File: src/hw/rtl/cmf_pkg.sv
`timescale 1ns / 1ps
`default_nettype none

package cmf_pkg;

  typedef struct packed {
    logic [6:0] cmd_byte;
    logic [7:0] cmd_length;
    logic       last;
  } cmd_in_t;

  typedef struct packed {
    logic [7:0] out_char;
    logic       run_last;
    logic       frame_end;
  } res_t;

  // One command character as handed from front to back.
  typedef struct packed {
    logic [6:0] cmd_byte;
    logic [7:0] frame_len;
    logic [7:0] dest;
    logic       last;
    logic       first;
  } q_entry_t;

  typedef enum logic [2:0] {
    ST_START,
    ST_HEAD,
    ST_CHAR,
    ST_BAR,
    ST_SUM,
    ST_CLOSE
  } cmf_state_e;

  localparam logic [7:0] LenExtra  = 8'd19;
  localparam logic [3:0] HeadLast  = 4'd12;
  localparam logic [3:0] SumLast   = 4'd3;

  localparam logic [7:0] ChLbrace  = 8'h7B;
  localparam logic [7:0] ChRbrace  = 8'h7D;
  localparam logic [7:0] ChF       = 8'h46;
  localparam logic [7:0] ChB       = 8'h42;
  localparam logic [7:0] ChSemi    = 8'h3B;
  localparam logic [7:0] ChBar     = 8'h7C;
  localparam logic [7:0] ChSix     = 8'h36;
  localparam logic [7:0] ChFour    = 8'h34;
  localparam logic [7:0] ChColon   = 8'h3A;
  localparam logic [7:0] ChZero    = 8'h30;
  localparam logic [7:0] ChUpperA  = 8'h41;

  function automatic logic [7:0] hex_digit(input logic [3:0] v);
    if (v < 4'd10) begin
      return ChZero + {4'd0, v};
    end
    return ChUpperA + {4'd0, v} - 8'd10;
  endfunction

  function automatic logic [7:0] head_char(input logic [3:0] idx, input logic [7:0] dest,
                                           input logic [7:0] flen);
    logic [7:0] c;
    case (idx)
      4'd0:    c = ChLbrace;
      4'd1:    c = ChF;
      4'd2:    c = ChB;
      4'd3:    c = ChSemi;
      4'd4:    c = hex_digit(dest[7:4]);
      4'd5:    c = hex_digit(dest[3:0]);
      4'd6:    c = ChSemi;
      4'd7:    c = hex_digit(flen[7:4]);
      4'd8:    c = hex_digit(flen[3:0]);
      4'd9:    c = ChBar;
      4'd10:   c = ChSix;
      4'd11:   c = ChFour;
      default: c = ChColon;
    endcase
    return c;
  endfunction

endpackage

`default_nettype wire

File: src/hw/rtl/cmf_front.sv
`timescale 1ns / 1ps
`default_nettype none

module cmf_front (
  input  wire logic              clk_i,
  input  wire logic              rst_ni,
  input  wire logic              cfg_we_i,
  input  wire logic [7:0]        cfg_wdata_i,
  input  wire logic              push,
  input  wire cmf_pkg::cmd_in_t  cmd_i,
  input  wire logic              q_full_i,
  output logic                   full,
  output logic                   q_wr_o,
  output cmf_pkg::q_entry_t      q_data_o
);

  logic       in_frame_q, in_frame_d;
  logic [7:0] dest_q;
  logic       accept;

  assign full   = q_full_i;
  assign accept = push && !q_full_i;
  assign q_wr_o = accept;

  always_comb begin
    q_data_o.cmd_byte  = cmd_i.cmd_byte;
    q_data_o.frame_len = cmd_i.cmd_length + cmf_pkg::LenExtra;
    q_data_o.dest      = dest_q;
    q_data_o.last      = cmd_i.last;
    q_data_o.first     = !in_frame_q;
  end

  always_comb begin
    in_frame_d = in_frame_q;
    if (accept) begin
      in_frame_d = !cmd_i.last;
    end
  end

  always_ff @(posedge clk_i or negedge rst_ni) begin
    if (!rst_ni) begin
      in_frame_q <= 1'b0;
      dest_q     <= 8'd1;
    end else begin
      in_frame_q <= in_frame_d;
      if (cfg_we_i) begin
        dest_q <= cfg_wdata_i;
      end
    end
  end

endmodule

`default_nettype wire

File: src/hw/rtl/cmf_queue.sv
`timescale 1ns / 1ps
`default_nettype none

module cmf_queue #(
  parameter int unsigned DEPTH = 4
) (
  input  wire logic               clk_i,
  input  wire logic               rst_ni,
  input  wire logic               wr_i,
  input  wire cmf_pkg::q_entry_t  wr_data_i,
  output logic                    full_o,
  input  wire logic               rd_i,
  output logic                    valid_o,
  output cmf_pkg::q_entry_t       rd_data_o
);

  localparam int unsigned PW = (DEPTH > 1) ? $clog2(DEPTH) : 1;
  localparam int unsigned CW = $clog2(DEPTH + 1);

  cmf_pkg::q_entry_t entries_q [DEPTH];
  logic [PW-1:0]     wr_ptr_q, rd_ptr_q;
  logic [CW-1:0]     cnt_q;
  logic              do_wr, do_rd;

  assign full_o    = (cnt_q == CW'(DEPTH));
  assign valid_o   = (cnt_q != '0);
  assign rd_data_o = entries_q[rd_ptr_q];
  assign do_wr     = wr_i && !full_o;
  assign do_rd     = rd_i && valid_o;

  function automatic logic [PW-1:0] ptr_inc(input logic [PW-1:0] p);
    if (p == PW'(DEPTH - 1)) begin
      return '0;
    end
    return p + 1'b1;
  endfunction

  always_ff @(posedge clk_i) begin
    if (do_wr) begin
      entries_q[wr_ptr_q] <= wr_data_i;
    end
  end

  always_ff @(posedge clk_i or negedge rst_ni) begin
    if (!rst_ni) begin
      wr_ptr_q <= '0;
      rd_ptr_q <= '0;
      cnt_q    <= '0;
    end else begin
      if (do_wr) begin
        wr_ptr_q <= ptr_inc(wr_ptr_q);
      end
      if (do_rd) begin
        rd_ptr_q <= ptr_inc(rd_ptr_q);
      end
      if (do_wr && !do_rd) begin
        cnt_q <= cnt_q + 1'b1;
      end else if (do_rd && !do_wr) begin
        cnt_q <= cnt_q - 1'b1;
      end
    end
  end

  a_cnt_bound : assert property (@(posedge clk_i) disable iff (!rst_ni)
    cnt_q <= CW'(DEPTH))
    else $error("queue count beyond depth");

  a_no_wr_full : assert property (@(posedge clk_i) disable iff (!rst_ni)
    wr_i |-> !full_o)
    else $error("write into full queue");

endmodule

`default_nettype wire

File: src/hw/rtl/cmf_back.sv
`timescale 1ns / 1ps
`default_nettype none

module cmf_back (
  input  wire logic               clk_i,
  input  wire logic               rst_ni,
  input  wire logic               q_valid_i,
  input  wire cmf_pkg::q_entry_t  q_data_i,
  output logic                    q_rd_o,
  output logic                    empty,
  input  wire logic               pop,
  output cmf_pkg::res_t           res_o
);

  cmf_pkg::cmf_state_e st_q, st_d, cur;
  logic [3:0]          cnt_q, cnt_d;
  logic [15:0]         sum_q, sum_d;
  logic                out_valid_q;
  cmf_pkg::res_t       out_q, gen;
  logic                step;

  assign empty = !out_valid_q;
  assign res_o = out_q;
  assign step  = q_valid_i && (!out_valid_q || pop);

  always_comb begin
    cur = st_q;
    if (st_q == cmf_pkg::ST_START) begin
      cur = q_data_i.first ? cmf_pkg::ST_HEAD : cmf_pkg::ST_CHAR;
    end
  end

  // next state
  always_comb begin
    st_d   = st_q;
    cnt_d  = cnt_q;
    q_rd_o = 1'b0;
    if (step) begin
      case (cur)
        cmf_pkg::ST_HEAD: begin
          if (cnt_q == cmf_pkg::HeadLast) begin
            st_d  = cmf_pkg::ST_CHAR;
            cnt_d = '0;
          end else begin
            st_d  = cmf_pkg::ST_HEAD;
            cnt_d = cnt_q + 1'b1;
          end
        end
        cmf_pkg::ST_CHAR: begin
          if (q_data_i.last) begin
            st_d = cmf_pkg::ST_BAR;
          end else begin
            st_d   = cmf_pkg::ST_START;
            q_rd_o = 1'b1;
          end
        end
        cmf_pkg::ST_BAR: begin
          st_d  = cmf_pkg::ST_SUM;
          cnt_d = '0;
        end
        cmf_pkg::ST_SUM: begin
          if (cnt_q == cmf_pkg::SumLast) begin
            st_d  = cmf_pkg::ST_CLOSE;
            cnt_d = '0;
          end else begin
            cnt_d = cnt_q + 1'b1;
          end
        end
        cmf_pkg::ST_CLOSE: begin
          st_d   = cmf_pkg::ST_START;
          q_rd_o = 1'b1;
        end
        default: begin
          st_d = cmf_pkg::ST_START;
        end
      endcase
    end
  end

  // outputs and checksum
  always_comb begin
    gen.out_char  = cmf_pkg::ChColon;
    gen.run_last  = 1'b0;
    gen.frame_end = 1'b0;
    sum_d         = sum_q;
    case (cur)
      cmf_pkg::ST_HEAD: begin
        gen.out_char = cmf_pkg::head_char(cnt_q, q_data_i.dest, q_data_i.frame_len);
        sum_d = (cnt_q == '0) ? '0 : sum_q + {8'd0, gen.out_char};
      end
      cmf_pkg::ST_CHAR: begin
        gen.out_char = {1'b0, q_data_i.cmd_byte};
        gen.run_last = !q_data_i.last;
        sum_d        = sum_q + {9'd0, q_data_i.cmd_byte};
      end
      cmf_pkg::ST_BAR: begin
        gen.out_char = cmf_pkg::ChBar;
        sum_d        = sum_q + {8'd0, cmf_pkg::ChBar};
      end
      cmf_pkg::ST_SUM: begin
        case (cnt_q[1:0])
          2'd0:    gen.out_char = cmf_pkg::hex_digit(sum_q[15:12]);
          2'd1:    gen.out_char = cmf_pkg::hex_digit(sum_q[11:8]);
          2'd2:    gen.out_char = cmf_pkg::hex_digit(sum_q[7:4]);
          default: gen.out_char = cmf_pkg::hex_digit(sum_q[3:0]);
        endcase
      end
      cmf_pkg::ST_CLOSE: begin
        gen.out_char  = cmf_pkg::ChRbrace;
        gen.run_last  = 1'b1;
        gen.frame_end = 1'b1;
        sum_d         = '0;
      end
      default: begin
        sum_d = sum_q;
      end
    endcase
  end

  always_ff @(posedge clk_i) begin
    if (step) begin
      out_q <= gen;
    end
  end

  always_ff @(posedge clk_i or negedge rst_ni) begin
    if (!rst_ni) begin
      st_q        <= cmf_pkg::ST_START;
      cnt_q       <= '0;
      sum_q       <= '0;
      out_valid_q <= 1'b0;
    end else begin
      st_q  <= st_d;
      cnt_q <= cnt_d;
      if (step) begin
        sum_q       <= sum_d;
        out_valid_q <= 1'b1;
      end else if (pop) begin
        out_valid_q <= 1'b0;
      end
    end
  end

  a_end_is_last : assert property (@(posedge clk_i) disable iff (!rst_ni)
    out_valid_q && out_q.frame_end |-> out_q.run_last)
    else $error("frame end without run_last");

  a_mid_entry : assert property (@(posedge clk_i) disable iff (!rst_ni)
    st_q != cmf_pkg::ST_START |-> q_valid_i)
    else $error("entry left queue while still in use");

  a_rd_ends : assert property (@(posedge clk_i) disable iff (!rst_ni)
    q_rd_o |=> st_q == cmf_pkg::ST_START && out_valid_q && out_q.run_last)
    else $error("entry retired without its final beat");

endmodule

`default_nettype wire

File: src/hw/rtl/inverter_command_framer.sv
`timescale 1ns / 1ps
`default_nettype none

// Channel  | Handshake        | Payload
// ---------+------------------+-------------------------------
// command  | push / full      | cmd_i  (cmd_byte, cmd_length, last)
// result   | empty / pop      | res_o  (out_char, run_last, frame_end)
// config   | cfg_we_i         | cfg_wdata_i (dest_address)
//
// One result beat per cycle unless pop stalls or the queue is empty.
// The first character of a frame adds 13 header beats, the last adds 6.
// The back-end sequencer emitting one beat per cycle sets the rate;
// QUEUE_DEPTH command beats are buffered while it works through a burst.
// Async active-low reset: address 01, no frame open, queue empty.

module inverter_command_framer #(
  parameter int unsigned QUEUE_DEPTH = 4
) (
  input  wire logic              clk_i,
  input  wire logic              rst_ni,
  input  wire logic              cfg_we_i,
  input  wire logic [7:0]        cfg_wdata_i,
  input  wire logic              push,
  output logic                   full,
  input  wire cmf_pkg::cmd_in_t  cmd_i,
  output logic                   empty,
  input  wire logic              pop,
  output cmf_pkg::res_t          res_o
);

  logic              q_wr, q_full, q_rd, q_valid;
  cmf_pkg::q_entry_t q_wdata, q_rdata;

  cmf_front u_front (
    .clk_i      (clk_i),
    .rst_ni     (rst_ni),
    .cfg_we_i   (cfg_we_i),
    .cfg_wdata_i(cfg_wdata_i),
    .push       (push),
    .cmd_i      (cmd_i),
    .q_full_i   (q_full),
    .full       (full),
    .q_wr_o     (q_wr),
    .q_data_o   (q_wdata)
  );

  cmf_queue #(
    .DEPTH(QUEUE_DEPTH)
  ) u_queue (
    .clk_i    (clk_i),
    .rst_ni   (rst_ni),
    .wr_i     (q_wr),
    .wr_data_i(q_wdata),
    .full_o   (q_full),
    .rd_i     (q_rd),
    .valid_o  (q_valid),
    .rd_data_o(q_rdata)
  );

  cmf_back u_back (
    .clk_i    (clk_i),
    .rst_ni   (rst_ni),
    .q_valid_i(q_valid),
    .q_data_i (q_rdata),
    .q_rd_o   (q_rd),
    .empty    (empty),
    .pop      (pop),
    .res_o    (res_o)
  );

endmodule

`default_nettype wire
File: config.mk
export PLATFORM = sky130hd
export DESIGN_NAME = inverter_command_framer
export DESIGN_NICKNAME = d
export VERILOG_FILES = /design/src/hw/rtl/cmf_pkg.sv /design/src/hw/rtl/cmf_front.sv /design/src/hw/rtl/cmf_queue.sv /design/src/hw/rtl/cmf_back.sv /design/src/hw/rtl/inverter_command_framer.sv
export SDC_FILE = /design/constraint.sdc
export NUM_CORES = 1
export LEC_CHECK = 0
export ABC_AREA = 1
export BUFFER_PORTS_ARGS = -buffer_cell sky130_fd_sc_hd__buf_2
export CAP_MARGIN = 25
export CELL_PAD_IN_SITES_DETAIL_PLACEMENT = 0
export CELL_PAD_IN_SITES_GLOBAL_PLACEMENT = 1
export CORE_UTILIZATION = 35
export DETAILED_ROUTE_END_ITERATION = 8
export PLACE_DENSITY_LB_ADDON = 0.1
export SYNTH_ARGS = -nofsm -noshare
export SYNTH_HDL_FRONTEND = slang
export SYNTH_SLANG_ARGS = --single-unit
File: constraint.sdc
create_clock -name clk_i -period 7 [get_ports clk_i]
set_input_delay 1.75 -clock clk_i [delete_from_list [all_inputs] [get_ports clk_i]]
set_output_delay 1.75 -clock clk_i [all_outputs]
set_load 0.005 [all_outputs]
==> out/metrics.yaml <==
synth_area_sq_um: 9330
slew_violations: 0
setup_viol: 0
yosysSeqAreaShare_pct: 45.8
fp.dieArea_sq_um: 27300
comb_power_share_pct: 58.7
ant_nets: 0
pwr-share-clk_pct: 16.5
sequentialPowerShare_pct: 24.8
cts_post_setup_buffers_inserted: 0
fin_crit_ns: 3.97
fp.coreArea_sq_um: 26100
slew_headroom_pct: 53.6
grt_pass1_vias: 7227
postSynthAreaPerCell_sq_um: 8.37
cts_resized: 0
finClkSkew_ns: 0.0213
multi_input_area_sq_um: 4360
synth.distinct_cells: 56
sw_frac_of_total_pct: 51.1
rsz0062_at_grt: "false"
cpMaxStageDelayCell: "buf_4"
diodes: 0
clk_path_buf_depth: 2
finalCritPeriodShare_pct: 56.8
start_kind: "flop"
routed_wl_mm: 26.2
cts_root_buf: "clkbuf_16"
arrival_ns: 4.31
dp_slack_ns: 3.00
gp_congestion: 0.839
die_x_um: 165
regArea_sq_um: 4280
via_per_inst: 4.94
final_nets: 1224
synthFlopType: "edfxtp_1"
ys_warn_count: 0
grt_pass1_wl_mm: 41.3
vdd_drop_max_v: 0.000282
track_usage_pct: 20.5
tightest_slew_ns: 0.696
power.density_nw_per_um2: 547
synthCells: 1115
num_io_pins: 41
p_sw_mw: 2.91
grt_max_degree: 55
htree_levels: 4
max_cap_viol_count: 0
path_common_cell: "nand2_1"
layout-drive-gt1-share_pct: 13.5
clkLatencyLatePin_ns: 0.44
wl_per_cell_um: 17.5
final_common_cell: "nand2_1"
globalRouteOverflowTotal: 0
failed_checks: "DRC"
cp-end-kind: "flop"
synth_edf_count: 109
worstHoldPathType: "flop to flop"
path_class: "flop to flop"
path_clk_slew_ns: 0.08
final.fill_count: 2747
drtIter0Drc: 481
grt_antenna_before_repair: 0
hold_viol: 0
dr.pass1.iters: 7
dp.final_hpwl_mm: 18.6
clock-sinks: 149
ys_ff_latch: 149
cts_buffers: 17
status: "finished with violations"
start_util_pct: 35.7
cellLeakagePower_nw: 4.61
route.detailed.drc: 2
async_reset_ff_share_pct: 26.8
cpPeakStageDelay_ns: 0.50
reg2reg_depth: 26
crit_fanout: 54
chipHeight_um: 165
fin_ws_ns: 3.03
synth_nets: 1187
whs_path_depth: 2
area_growth_pct: 11.3
intPower_mw: 2.78
portBuffers: 39
required_ns: 7.33
cts_tree: "done"
rows: 59
vias: 7410
fmax_mhz: 252
final.setup.tns_ns: 0
mostFrequentLayoutCells: "300 x nand2_1, 112 x nor2_1, 110 x inv_1"
ctsHoldBuffers: 0
layer usage:
metal	up-vias	track usage (%)	share of wire [%]
met2	118	32.6	45
met4	0	5.91	1.6
met3	19	2.90	2.7
met1	3505	28.8	50
li1	3768	-	-
met5	-	0	0
worst max-delay path, delay by kind of cell (launching register included):
kind,cells,cell delay (ns)
simple gates,17,1.94
buf+inv,5,0.91
fa+ha+maj,2,0.50
flops,1,0.34
compound gates,2,0.15
cell usage after synthesis (all sizes together) (6+ instances only):
library cell	n	area, sq um
nand2	323	1300
nor2	124	495
inv	119	457
nand3	110	613
edfxtp	109	3270
o21ai	75	390
a21oi	41	209
ha	40	500
dfrtp	39	976
buf	28	239
xor2	16	140
mux2	9	101
nand4	9	56.3
xnor2	9	78.8
nor3	8	45.0
o22ai	8	50.1
or2	7	43.8
nand3b	6	45.0
o211ai	6	65.1
logic make-up after synthesis:
kind of cell / Yosys count / share of synthesized area, %
muxes: 9 / 1.09
DFF: 149 / 45.8
other: 1 / 0.0402
AOI/OAI and AO/OA: 148 / 9.10
adders and majority gates: 43 / 6.01
xor gates and xnor gates: 25 / 2.35
buffers and inverters: 151 / 7.63
and+or+nand+nor: 589 / 28.0
flip-flops by register name, indices dropped and copies added, names as in the netlist:
register / cells
u_queue.wr_ptr_q: 2
u_front.dest_q: 8
u_back.cnt_q: 4
u_back.out_valid_q: 1
u_queue.cnt_q: 3
u_queue.rd_ptr_q: 2
u_back.st_q: 3
u_back.sum_q: 16
u_back.res_o: 9
u_front.in_frame_q: 1
u_queue.entries_q: 100
through the flow:
step | hold slack, ns | instances | utilization (%) | cell area [sq um] | power (mW)
final | 0.489 | 1500 | 39.8 | 10400 | 5.69
after global routing | 0.510 | 1500 | 39.8 | 10400 | 6.22
after CTS | 0.492 | 1500 | 39.8 | 10400 | 5.74
after detailed placement | 0.475 | 1468 | 37.4 | 9780 | 4.77
after global placement | 0.476 | 1468 | 37.4 | 9780 | 4.80
after floorplan | 0.453 | 1115 | - | 9330 | 3.89
cell type report:
cell class	count	share of cell area (%)
multi-input cells	815	41.9
flip-flops and latches	149	41.2
inverters	121	4.48
clock buffers	17	4.09
well taps	335	4.03
repair buffers	48	2.53
clock inverters	15	1.77
power groups by stage:
stage | Clock, mW | Sequential (mW) | Combinational, mW
after detailed placement | 0 | 1.43 | 3.34
after floorplan | 0 | 1.36 | 2.52
after CTS | 0.962 | 1.41 | 3.36
after global placement | 0 | 1.43 | 3.36
final | 0.939 | 1.41 | 3.34
after global routing | 0.993 | 1.45 | 3.78
worst paths after layout:
| kind | from | end | slack, ns |
|---|---|---|---|
| max | u_queue.rd_ptr_q[0]$_DFFE_PN0P_ | u_back.sum_q[11]$_DFFE_PN0P_ | 3.03 |
| min | u_front.in_frame_q$_DFFE_PN0P_ | u_front.in_frame_q$_DFFE_PN0P_ | 0.49 |
| max reg2reg | u_queue.rd_ptr_q[0]$_DFFE_PN0P_ | u_back.sum_q[11]$_DFFE_PN0P_ | 3.03 |
| min reg2reg | u_front.in_frame_q$_DFFE_PN0P_ | u_front.in_frame_q$_DFFE_PN0P_ | 0.49 |
| max in group asynchronous | rst_ni | u_queue.rd_ptr_q[0]$_DFFE_PN0P_ | 5.05 |
| min in group asynchronous | rst_ni | u_back.cnt_q[0]$_DFFE_PN0P_ | 1.44 |
(Power assumes the default switching activity.)
